$ cat config.mk
export PLATFORM = sky130hd
export DESIGN_NAME = pmpwm_queue
export DESIGN_NICKNAME = d
export VERILOG_FILES = /design/src/design/pmpwm_pkg.sv /design/src/design/pmpwm_queue.sv
export VERILOG_INCLUDE_DIRS = /design/src /design/src/design
export SDC_FILE = /design/constraint.sdc
export NUM_CORES = 1
export LEC_CHECK = 0
export ABC_AREA = 1
export BUFFER_PORTS_ARGS = -buffer_cell sky130_fd_sc_hd__buf_2
export CAP_MARGIN = 20
export CORE_MARGIN = 2
export CORE_UTILIZATION = 50
export DETAILED_ROUTE_END_ITERATION = 6
export MAX_ROUTING_LAYER = met4
export PLACE_DENSITY = 0.74
export SYNTH_ARGS = -nofsm -noshare
export SYNTH_HDL_FRONTEND = slang
export SYNTH_SLANG_ARGS = --single-unit
$ cat constraint.sdc
create_clock -name clk -period 3.7 [get_ports clk]
set_input_delay 0.555 -clock clk [delete_from_list [all_inputs] [get_ports clk]]
set_output_delay 0.555 -clock clk [all_outputs]
set_load 0.005 [all_outputs]
$ cat src/design/packet_multi_pattern_window_match_macros.svh
// ----------------------------------------------------------------------------
// Assertion macros
// Clocked assertions for the pattern window matcher, disabled during reset.
// ----------------------------------------------------------------------------
`ifndef PACKET_MULTI_PATTERN_WINDOW_MATCH_MACROS_SVH
`define PACKET_MULTI_PATTERN_WINDOW_MATCH_MACROS_SVH

// Property must hold at every clock edge out of reset.
`define PMPWM_ASSERT(label, prop, msg) \
  label: assert property (@(posedge clk) disable iff (!rst_n) (prop)) else $error(msg);

// Expression must never be true at a clock edge out of reset.
`define PMPWM_NEVER(label, expr, msg) \
  label: assert property (@(posedge clk) disable iff (!rst_n) !(expr)) else $error(msg);

`endif

$ cat src/design/pmpwm_pkg.sv
// ----------------------------------------------------------------------------
// pmpwm_pkg
// Shared widths, codes and types of the packet pattern window matcher.
// ----------------------------------------------------------------------------
package pmpwm_pkg;

  localparam int PAT_SLOTS_DEF       = 4;
  localparam int MAX_PATTERN_LEN_DEF = 32;
  localparam int MAX_PACKET_LEN_DEF  = 65535;

  localparam int OP_W       = 2;
  localparam int SEL_W      = 2;
  localparam int BYTE_POS_W = 5;
  localparam int DATA_W     = 8;
  localparam int PLEN_W     = 6;
  localparam int STATUS_W   = 2;
  localparam int CFG_W      = 16;
  localparam int CFG_IDX_W  = 2;

  localparam logic [OP_W-1:0] OP_PAT_WR   = 2'd0;
  localparam logic [OP_W-1:0] OP_LEN_SET  = 2'd1;
  localparam logic [OP_W-1:0] OP_PKT_BYTE = 2'd2;

  localparam logic [STATUS_W-1:0] ST_OK      = 2'd0;
  localparam logic [STATUS_W-1:0] ST_LEN_ERR = 2'd1;
  localparam logic [STATUS_W-1:0] ST_NO_PAT  = 2'd2;

  localparam logic [CFG_IDX_W-1:0] CFG_SEARCH_OFFSET = 2'd0;
  localparam logic [CFG_IDX_W-1:0] CFG_SEARCH_DEPTH  = 2'd1;

  typedef struct packed {
    logic [CFG_W-1:0] search_offset;
    logic [CFG_W-1:0] search_depth;
  } cfg_t;

  typedef struct packed {
    logic [OP_W-1:0]       kind;
    logic [SEL_W-1:0]      sel;
    logic [BYTE_POS_W-1:0] pos;
    logic [DATA_W-1:0]     data;
    logic [PLEN_W-1:0]     len;
    logic                  len_wr;
    logic                  len_err;
    logic                  eop;
  } cmd_t;

endpackage

$ cat src/design/pmpwm_queue.sv
// ----------------------------------------------------------------------------
// pmpwm_queue
// Two-entry command queue between decode and execute.
// ----------------------------------------------------------------------------
`include "packet_multi_pattern_window_match_macros.svh"

module pmpwm_queue (
  input  logic            clk,
  input  logic            rst_n,
  input  logic            push,
  input  pmpwm_pkg::cmd_t push_cmd,
  output logic            full,
  output logic            pop_valid,
  output pmpwm_pkg::cmd_t pop_cmd,
  input  logic            pop
);

  pmpwm_pkg::cmd_t slot_r [2];
  logic            wr_ptr_r, wr_ptr_nxt;
  logic            rd_ptr_r, rd_ptr_nxt;
  logic [1:0]      count_r, count_nxt;

  assign full      = (count_r == 2'd2);
  assign pop_valid = (count_r != 2'd0);
  assign pop_cmd   = slot_r[rd_ptr_r];

  always_comb begin
    wr_ptr_nxt = push ? !wr_ptr_r : wr_ptr_r;
    rd_ptr_nxt = pop ? !rd_ptr_r : rd_ptr_r;
    count_nxt  = count_r + {1'b0, push} - {1'b0, pop};
  end

  always_ff @(posedge clk) begin
    if (!rst_n) begin
      wr_ptr_r <= 1'b0;
      rd_ptr_r <= 1'b0;
      count_r  <= 2'd0;
    end else begin
      wr_ptr_r <= wr_ptr_nxt;
      rd_ptr_r <= rd_ptr_nxt;
      count_r  <= count_nxt;
    end
  end

  always_ff @(posedge clk) begin
    if (push) begin
      slot_r[wr_ptr_r] <= push_cmd;
    end
  end

  `PMPWM_NEVER(a_q_overflow, push && full, "queue push while full")
  `PMPWM_ASSERT(a_q_ptrs, (count_r == 2'd1) == (wr_ptr_r != rd_ptr_r), "queue pointers out of step")

endmodule

==> flow_metrics.tcl <==
set metrics [dict create \
    status "complete, no violations" \
    ff2ff_path_depth 2 \
    cp.arrival_ns 1.74 \
    clkTransAtPathRegs_ns 0.06 \
    grtUsageTotal_pct 15.5 \
    total_power_mw 1.49 \
    fmax_ghz 0.436 \
    port_buffers 57 \
    wirelength_microns 3460 \
    grt_max_degree 27 \
    p_leak_nw 1.13 \
    holdCritPathClass "input port to flip-flop" \
    required_ns 3.14 \
    synth_cells 114 \
    dr.first_iter.drc_count 58 \
    min_from "push_cmd[8]" \
    start_util_pct 51.4 \
    drtPass1Iterations 4 \
    yosysMostFrequentCell "edfxtp_1" \
    reg2reg_to "slot_r[1][0]" \
    slew_violations 0 \
    ir_worst_vdd_mv 0.319 \
    hpwl_microns 2400 \
    syn_area_sq_um 2210 \
    synth_cell_types 12 \
    cts_htree_levels 3 \
    synth_common_cells "edfxtp_1 (52), mux2_4 (20), nand2_1 (9)" \
    nFillCells 336 \
    cap_violations 0 \
    viasPerCell 4.80 \
    clk-insertion-delay-late_ns 0.32 \
    drive_above_1_share_pct 52.4 \
    syn2layout_area_growth_pct 23.3 \
    cts_resized 0 \
    pin_count 58 \
    ant_nets 0 \
    setup_tns_ns 0 \
    finalCritPeriodShare_pct 62.0 \
    grt-ovfl-total 0 \
    powerDensity_nw_per_um2 548 \
    cts_setup_buffers 0 \
    cp_slowest_stage_delay_ns 0.85 \
    finalInstanceArea_sq_um 2720 \
    whs_path_depth 1 \
    ys_warn_count 0 \
    synth_edf_count 52 \
    fin_ws_ns 1.41 \
    ys_ff_latch 57 \
    finish.utilization_pct 63.3 \
    die_w_microns 70.4 \
    rr_startpoint "wr_ptr_r" \
    rsz0062_at_grt "false" \
    globalplace.congestion 0.709 \
    rows 24 \
    die_y_microns 70.4 \
    coreArea_sq_um 4290 \
    nets 212 \
    placed_area_sq_um 2520 \
    cts_tree "done" \
    async_flop_share_pct 0 \
    ys_seq_area_share_pct 75.3 \
    worst_slew_pin_slew_ns 1.02 \
    cts_buffers 9 \
    crit_type "flip-flop to output pin" \
    min_period_ns 2.29 \
    grt_pass1_vias 1204 \
    clock-sinks 57 \
    finalHoldViolations 0 \
    diodes 0 \
    relSlewSlack_pct 32.0 \
    whs_endpoint "slot_r[0][8]" \
    cts-root-buf "clkbuf_8" \
    postCtsHoldBufs 0 \
    fin_skew_ns 0.00549 \
    ys_top_cells_by_area "edfxtp_1 (71%), mux2_4 (14%), dfxtp_1 (4.5%)" \
    r2r_slack_ns 2.12 \
    crit_path_max_fanout 26 \
    drcViolationCount 0 \
    synth_top_area_cell "edfxtp_1" \
    post-place-ws_ns 1.73 \
    cp_slowest_cell "dfxtp_2" \
    vias 1137 \
    critPathLaunchType "flip-flop" \
    yosys.area.top_type_share_pct 70.8 \
    syn-num-nets 146 \
    crit_chain "mux2_2, buf_2" \
    end_kind "output pin" \
    finalSetupViolCount 0 \
    antenna_found_initial 0 \
    wl_per_cell_microns 14.6 \
    yosys_most_used_dff "edfxtp_1" \
    synth.avg_cell_area_sq_um 19.3 \
    dieArea_sq_um 4960 \
    clock_path_buffers 2 \
    grt_pass1_wl_microns 5280 \
]
how the worst max path moves through the flow:
stage                     depth (start not counted)      endpoint  slack (ns)
final                                             2    pop_cmd[4]        1.41
after CTS                                         2    pop_cmd[4]        1.37
after global placement                            2    pop_cmd[2]        1.76
after floorplan                                   2  slot_r[0][0]        1.60
after global routing                              2    pop_cmd[4]        1.33
after detailed placement                          2    pop_cmd[4]        1.73
layout make-up:
cell class | count | area, sq um | area share [%]
clock inverter | 4 | 67.6 | 2.49
tap | 52 | 65.1 | 2.39
clock buffer | 12 | 135 | 4.97
multi-input combinational | 47 | 469 | 17.3
sequential | 57 | 1660 | 61.2
timing repair buffer | 58 | 293 | 10.8
inverter | 7 | 26.3 | 0.966
power by group:
| part | internal (mW) | switching, mW |
|---|---|---|
| combinational | 0.0759 | 0.0561 |
| sequential | 0.744 | 0.0208 |
| clock | 0.375 | 0.218 |
| total | 1.20 | 0.295 |
per-layer routing:
metal / track usage (%) / wire length, microns / part of all wire [%]
met1: 13.9 / 1290 / 37
met2: 26.7 / 1890 / 55
met3: 6.93 / 228 / 6.6
met4: 8.97 / 42 / 1.2
met5: - / 0 / 0
placed cells by master (no fill, tap or decap), types with 3 or more instances in the layout:
cell type	synthesis	final
buf_2	0	57
edfxtp_1	52	52
mux2_4	20	20
nand2_1	9	9
clkbuf_8	0	9
inv_1	7	7
nor2_1	8	7
mux2_2	6	6
dfxtp_1	5	4
clkbuf_1	0	3
through the flow:
| stage | std cells | hold slack [ns] |
|---|---|---|
| final | 237 | 0.418 |
| after CTS | 237 | 0.399 |
| after detailed placement | 221 | 0.515 |
| after global placement | 221 | 0.477 |
| after global routing | 237 | 0.397 |
| after floorplan | 114 | 0.463 |
registers in the layout (all words and copies together), names as in the netlist, named ones only:
register,cells
wr_ptr_r,1
count_r,2
rd_ptr_r,1
slot_r,52
worst max-delay path: cells and delay by family, from the launching register on:
family   cells  cell delay (ns)
mux          1             0.42
buf+inv      1             0.13
flops        1             0.85
kinds of logic (layout without fill, tap and decap cells):
kind of cell / after synthesis / after routing / share of synthesized area (%)
flops: 57 / 57 / 75.3
mux: 26 / 26 / 16.7
simple gates: 18 / 18 / 3.12
buf+inv: 10 / 81 / 3.52
fa+ha+maj: 2 / 2 / 1.13
compound gates: 1 / 1 / 0.227
Note: power is estimated with default switching activity, not from simulation.
