<file path="config.mk">
export PLATFORM = sky130hd
export DESIGN_NAME = pmpwm_front
export DESIGN_NICKNAME = d
export VERILOG_FILES = /design/src/design/packet_multi_pattern_window_match_macros.svh /design/src/design/pmpwm_pkg.sv /design/src/design/pmpwm_front.sv
export SDC_FILE = /design/constraint.sdc
export NUM_CORES = 1
export LEC_CHECK = 0
export BUFFER_PORTS_ARGS = -buffer_cell sky130_fd_sc_hd__buf_4
export CELL_PAD_IN_SITES_DETAIL_PLACEMENT = 2
export CELL_PAD_IN_SITES_GLOBAL_PLACEMENT = 2
export CORE_MARGIN = 5
export CORE_UTILIZATION = 10
export DETAILED_ROUTE_END_ITERATION = 8
export PLACE_DENSITY_LB_ADDON = 0.1
export SLEW_MARGIN = 20
export SYNTH_ARGS = -nofsm -noshare
export SYNTH_HDL_FRONTEND = slang
export SYNTH_SLANG_ARGS = --single-unit
</file>
<file path="constraint.sdc">
create_clock -name vclk -period 3.2
set_input_delay 0.16 -clock vclk [all_inputs]
set_output_delay 0.16 -clock vclk [all_outputs]
set_load 0.05 [all_outputs]
</file>
<file path="src/design/packet_multi_pattern_window_match_macros.svh">
// ----------------------------------------------------------------------------
// Assertion macros
// Clocked assertions for the pattern window matcher, disabled during reset.
// ----------------------------------------------------------------------------
`ifndef PACKET_MULTI_PATTERN_WINDOW_MATCH_MACROS_SVH
`define PACKET_MULTI_PATTERN_WINDOW_MATCH_MACROS_SVH

// Property must hold at every clock edge out of reset.
`define PMPWM_ASSERT(label, prop, msg) \
  label: assert property (@(posedge clk) disable iff (!rst_n) (prop)) else $error(msg);

// Expression must never be true at a clock edge out of reset.
`define PMPWM_NEVER(label, expr, msg) \
  label: assert property (@(posedge clk) disable iff (!rst_n) !(expr)) else $error(msg);

`endif

</file>
<file path="src/design/pmpwm_pkg.sv">
// ----------------------------------------------------------------------------
// pmpwm_pkg
// Shared widths, codes and types of the packet pattern window matcher.
// ----------------------------------------------------------------------------
package pmpwm_pkg;

  localparam int PAT_SLOTS_DEF       = 4;
  localparam int MAX_PATTERN_LEN_DEF = 32;
  localparam int MAX_PACKET_LEN_DEF  = 65535;

  localparam int OP_W       = 2;
  localparam int SEL_W      = 2;
  localparam int BYTE_POS_W = 5;
  localparam int DATA_W     = 8;
  localparam int PLEN_W     = 6;
  localparam int STATUS_W   = 2;
  localparam int CFG_W      = 16;
  localparam int CFG_IDX_W  = 2;

  localparam logic [OP_W-1:0] OP_PAT_WR   = 2'd0;
  localparam logic [OP_W-1:0] OP_LEN_SET  = 2'd1;
  localparam logic [OP_W-1:0] OP_PKT_BYTE = 2'd2;

  localparam logic [STATUS_W-1:0] ST_OK      = 2'd0;
  localparam logic [STATUS_W-1:0] ST_LEN_ERR = 2'd1;
  localparam logic [STATUS_W-1:0] ST_NO_PAT  = 2'd2;

  localparam logic [CFG_IDX_W-1:0] CFG_SEARCH_OFFSET = 2'd0;
  localparam logic [CFG_IDX_W-1:0] CFG_SEARCH_DEPTH  = 2'd1;

  typedef struct packed {
    logic [CFG_W-1:0] search_offset;
    logic [CFG_W-1:0] search_depth;
  } cfg_t;

  typedef struct packed {
    logic [OP_W-1:0]       kind;
    logic [SEL_W-1:0]      sel;
    logic [BYTE_POS_W-1:0] pos;
    logic [DATA_W-1:0]     data;
    logic [PLEN_W-1:0]     len;
    logic                  len_wr;
    logic                  len_err;
    logic                  eop;
  } cmd_t;

endpackage

</file>
<file path="src/design/pmpwm_front.sv">
// ----------------------------------------------------------------------------
// pmpwm_front
// Request decode: drop unknown and out-of-range loads, saturate and check
// pattern lengths against the search depth, push commands to the queue.
// ----------------------------------------------------------------------------
module pmpwm_front #(
  parameter int PAT_SLOTS       = pmpwm_pkg::PAT_SLOTS_DEF,
  parameter int MAX_PATTERN_LEN = pmpwm_pkg::MAX_PATTERN_LEN_DEF
) (
  input  logic                             in_valid,
  output logic                             in_stall,
  input  logic [pmpwm_pkg::OP_W-1:0]       in_op,
  input  logic [pmpwm_pkg::SEL_W-1:0]      in_pattern_sel,
  input  logic [pmpwm_pkg::BYTE_POS_W-1:0] in_byte_pos,
  input  logic [pmpwm_pkg::DATA_W-1:0]     in_data_byte,
  input  logic [pmpwm_pkg::PLEN_W-1:0]     in_pattern_len,
  input  logic                             in_end_of_packet,
  input  pmpwm_pkg::cfg_t                  cfg,
  input  logic                             q_full,
  output logic                             q_push,
  output pmpwm_pkg::cmd_t                  q_cmd
);

  logic                          sel_ok;
  logic                          pos_ok;
  logic                          keep;
  logic [pmpwm_pkg::PLEN_W-1:0]  sat_len;

  assign in_stall = q_full;
  assign sel_ok   = int'(in_pattern_sel) < PAT_SLOTS;
  assign pos_ok   = int'(in_byte_pos) < MAX_PATTERN_LEN;
  assign sat_len  = (int'(in_pattern_len) > MAX_PATTERN_LEN) ?
                    pmpwm_pkg::PLEN_W'(MAX_PATTERN_LEN) : in_pattern_len;

  always_comb begin
    case (in_op)
      pmpwm_pkg::OP_PAT_WR:   keep = sel_ok && pos_ok;
      pmpwm_pkg::OP_LEN_SET:  keep = 1'b1;
      pmpwm_pkg::OP_PKT_BYTE: keep = 1'b1;
      default:                keep = 1'b0;
    endcase
  end

  always_comb begin
    q_cmd.kind    = in_op;
    q_cmd.sel     = in_pattern_sel;
    q_cmd.pos     = in_byte_pos;
    q_cmd.data    = in_data_byte;
    q_cmd.len     = sat_len;
    q_cmd.len_err = (cfg.search_depth != '0) &&
                    (pmpwm_pkg::CFG_W'(sat_len) > cfg.search_depth);
    q_cmd.len_wr  = !q_cmd.len_err && sel_ok;
    q_cmd.eop     = in_end_of_packet && (in_op == pmpwm_pkg::OP_PKT_BYTE);
  end

  assign q_push = in_valid && !q_full && keep;

endmodule

</file>
==> metrics.log <==
INFO  metric run_status = finished clean
INFO  metric final_layout_size_suffix_gt1_share = 56.00%
INFO  metric rows = 23
INFO  metric cap_viol_max_count = 0
INFO  metric worstSetupPathDepth = 7
INFO  metric timing.critical_path.arrival = 1610 ps
INFO  metric synth_xor_area_share = 0%
INFO  metric worst_case_headroom_to_the_max_slew_limit = 80.92%
INFO  metric wl_per_cell = 11.64 um
INFO  metric pwr-share-seq = 0%
INFO  metric critical-path-max-stage-delay = 270 ps
INFO  metric max_transition_viols_final = 0
INFO  metric setup_ws = 1427 ps
INFO  metric die_w = 73.57 um
INFO  metric p_per_area = 137.7 mW/mm2
INFO  metric startpoint_type = input port
INFO  metric cts_resized = 0
INFO  metric core_area = 0.003971 mm2
INFO  metric routed_via_density = 3.496
INFO  metric grt_util_all_layers = 4.866%
INFO  metric synthesized_net_count = 118
INFO  metric setup-violations-final = 0
INFO  metric synth.lib_cells_used.distinct = 21
INFO  metric num_vias = 437
INFO  metric criticalPathCategory = input port to output pin
INFO  metric die_h = 73.57 um
INFO  metric post_synth_inst_count = 54
INFO  metric critical_path.endpoint_type = output pin
INFO  metric synth_fa_ha_area_share = 18.58%
INFO  metric antenna_violations_before_repair = 0
INFO  metric top_level_ports = 86
INFO  metric final-seq-area = 0 um2
INFO  metric clock_buffers = 0
INFO  metric synth_warnings = 0
INFO  metric p_int = 0.03935 mW
INFO  metric postSynthAreaPerCell = 7.484 um2
INFO  metric netlist_top_cells_count = sky130_fd_sc_hd__buf_4 (18), sky130_fd_sc_hd__inv_1 (7), sky130_fd_sc_hd__ha_1 (6), sky130_fd_sc_hd__nor2b_1 (5), sky130_fd_sc_hd__nor2_1 (2)
INFO  metric timing.fmax = 563.9 MHz
INFO  metric critical-path-top-delay-family = compound AO/OA/AOI/OAI gates
INFO  metric dp_worst_setup_slack = 1377 ps
INFO  metric fin_nets = 141
INFO  metric fill_cells = 484
INFO  metric crit_path_max_fanout = 7
INFO  metric postRouteAntennaNets = 0
INFO  metric antennaDiodeCount = 0
INFO  metric sequential_area_share_after_synthesis = 0%
INFO  metric holdCritPathClass = input port to output pin
INFO  metric grt_first_pass_wirelength = 2125 um
INFO  metric post-route-period-util = 55.42%
INFO  metric total_switching_power = 0.04715 mW
INFO  metric critPathRequiredTime = 3040 ps
INFO  metric yosys-top-cells-area = sky130_fd_sc_hd__buf_4 (33%), sky130_fd_sc_hd__ha_1 (19%), sky130_fd_sc_hd__nor2b_1 (7.7%), sky130_fd_sc_hd__inv_1 (6.5%), sky130_fd_sc_hd__nor4_4 (5.3%)
INFO  metric synth.most_common_cell = sky130_fd_sc_hd__buf_4
INFO  metric first_global_vias = 473
INFO  metric crit_top_cell = sky130_fd_sc_hd__buf_4
INFO  metric critical_path.endpoint = q_cmd[1]
INFO  metric p_sw_share = 54.51%
INFO  metric yosys.area.top_type = sky130_fd_sc_hd__buf_4
INFO  metric vdd_ir_drop_max = 35.33 uV
INFO  metric post-synth-top-area-fraction = 33.44%
INFO  metric hp-start = in_data_byte[4]
INFO  metric numPortBuffers = 40
INFO  metric drt-pass1-iter-count = 2
INFO  metric syn_to_final_growth = 55.42%
INFO  metric synthSimpleGateAreaFrac = 26.93%
INFO  metric drcViolationCount = 0
INFO  metric totalWireLength = 1455 um
INFO  metric crit_path_cell_trace = buf_4 > nor2b_1 > ha_1 > and4_1 > a32oi_1 > o311a_1 > buf_4
INFO  metric timing.final.hold_violations = 0
INFO  metric gr-total-overflow = 0
INFO  metric share_clk_of_total_power = 0%
INFO  metric syn-cell-area = 404.1 um2
INFO  metric final_period_minus_worst_setup_slack = 1773 ps
INFO  metric start_util = 10.18%
INFO  metric synthesized_area_fraction_occupied_by_ao_oa_aoi_and_oai_cells = 13.62%
INFO  metric design.seq.count = 0
INFO  metric place_congestion = 0.6956
INFO  metric combPwrFrac = 100.0%
INFO  metric synth_mux_area_share = 0%
INFO  metric critical_path_buf_inv_count = 2
INFO  metric grt_start_max_net_pins = 8
INFO  metric floorplan.die_area = 0.005413 mm2
INFO  metric worst-slew-pin-transition = 283.6 ps
INFO  metric cts-hold-fix-buffers = 0
INFO  metric combinational_family_with_the_most_area_after_synthesis = buffers and inverters
INFO  metric worst_setup_path_startpoint = in_pattern_len[5]
INFO  metric cts_post_setup_buffers_inserted = 0
INFO  metric grt_setup_unrepaired = false
INFO  metric cell_type_of_the_slowest_stage_on_the_worst_timing_path = sky130_fd_sc_hd__ha_1
INFO  metric fin_tns_setup = 0 ps
INFO  metric drtIter0Drc = 3
INFO  metric leakagePower = 0.3335 nW
## worst min path at each step
stage	end	slack [ps]	depth (start not counted)
finish	q_cmd[13]	320	0
global placement	q_cmd[11]	320	0
global route	q_cmd[13]	320	0
floorplan	in_stall	490	1
detailed placement	q_cmd[11]	320	0
CTS	q_cmd[11]	320	0
## layer usage
| layer | vias up | global-route usage [%] | part of all wire (%) |
|---|---|---|---|
| li1 | 210 | - | - |
| met1 | 197 | 5.353 | 35 |
| met2 | 30 | 9.547 | 52 |
| met3 | 0 | 1.368 | 13 |
| met4 | 0 | 0.2012 | 0 |
| met5 | - | 0 | 0 |
## through the flow
step	total power [mW]	area, um2	hold slack [ps]	utilization (%)	instances
floorplan	0.09645	404.1	487.1	-	54
detailed placement	0.08853	628.1	320.3	15.82	125
finish	0.08650	628.1	320.0	15.82	125
CTS	0.08870	628.1	320.3	15.82	125
global route	0.09382	628.1	320.1	15.82	125
global placement	0.08825	628.1	320.3	15.82	125
## power groups by stage
stage	clock (mW)	sequential, mW	combinational, mW
after floorplan	0	0	0.0965
after global placement	0	0	0.0882
after detailed placement	0	0	0.0885
after CTS	0	0	0.0887
after global routing	0	0	0.0938
final	0	0	0.0865
## cells by family after synthesis
family | Yosys count
adders and majority gates | 6
buffers and inverters | 26
and+or+nand+nor | 15
AOI/OAI and AO/OA | 7
## area by class of cell
type | count | area [um2] | area share, %
tap | 50 | 62.56 | 9.960
multi-input combinational | 28 | 239.0 | 38.05
timing repair buffer | 40 | 300.3 | 47.81
inverter | 7 | 26.28 | 4.183
## placed cells by master (no fill, tap or decap)
cell type / synthesis / final
sky130_fd_sc_hd__buf_4: 18 / 40
sky130_fd_sc_hd__inv_1: 7 / 7
sky130_fd_sc_hd__ha_1: 6 / 6
sky130_fd_sc_hd__nor2b_1: 5 / 5
sky130_fd_sc_hd__nor2_1: 2 / 2
sky130_fd_sc_hd__nand2b_1: 1 / 1
sky130_fd_sc_hd__nand2_1: 1 / 1
sky130_fd_sc_hd__a211oi_1: 1 / 1
sky130_fd_sc_hd__nand3_1: 1 / 1
sky130_fd_sc_hd__a21oi_1: 1 / 1
sky130_fd_sc_hd__a21boi_0: 1 / 1
sky130_fd_sc_hd__and4_1: 1 / 1
sky130_fd_sc_hd__o21a_1: 1 / 1
sky130_fd_sc_hd__or4_4: 1 / 1
sky130_fd_sc_hd__or4_1: 1 / 1
sky130_fd_sc_hd__nor4_4: 1 / 1
sky130_fd_sc_hd__nor4_1: 1 / 1
sky130_fd_sc_hd__a32oi_1: 1 / 1
sky130_fd_sc_hd__o311a_1: 1 / 1
sky130_fd_sc_hd__o311ai_1: 1 / 1
Power figures use the tool's default switching activity.
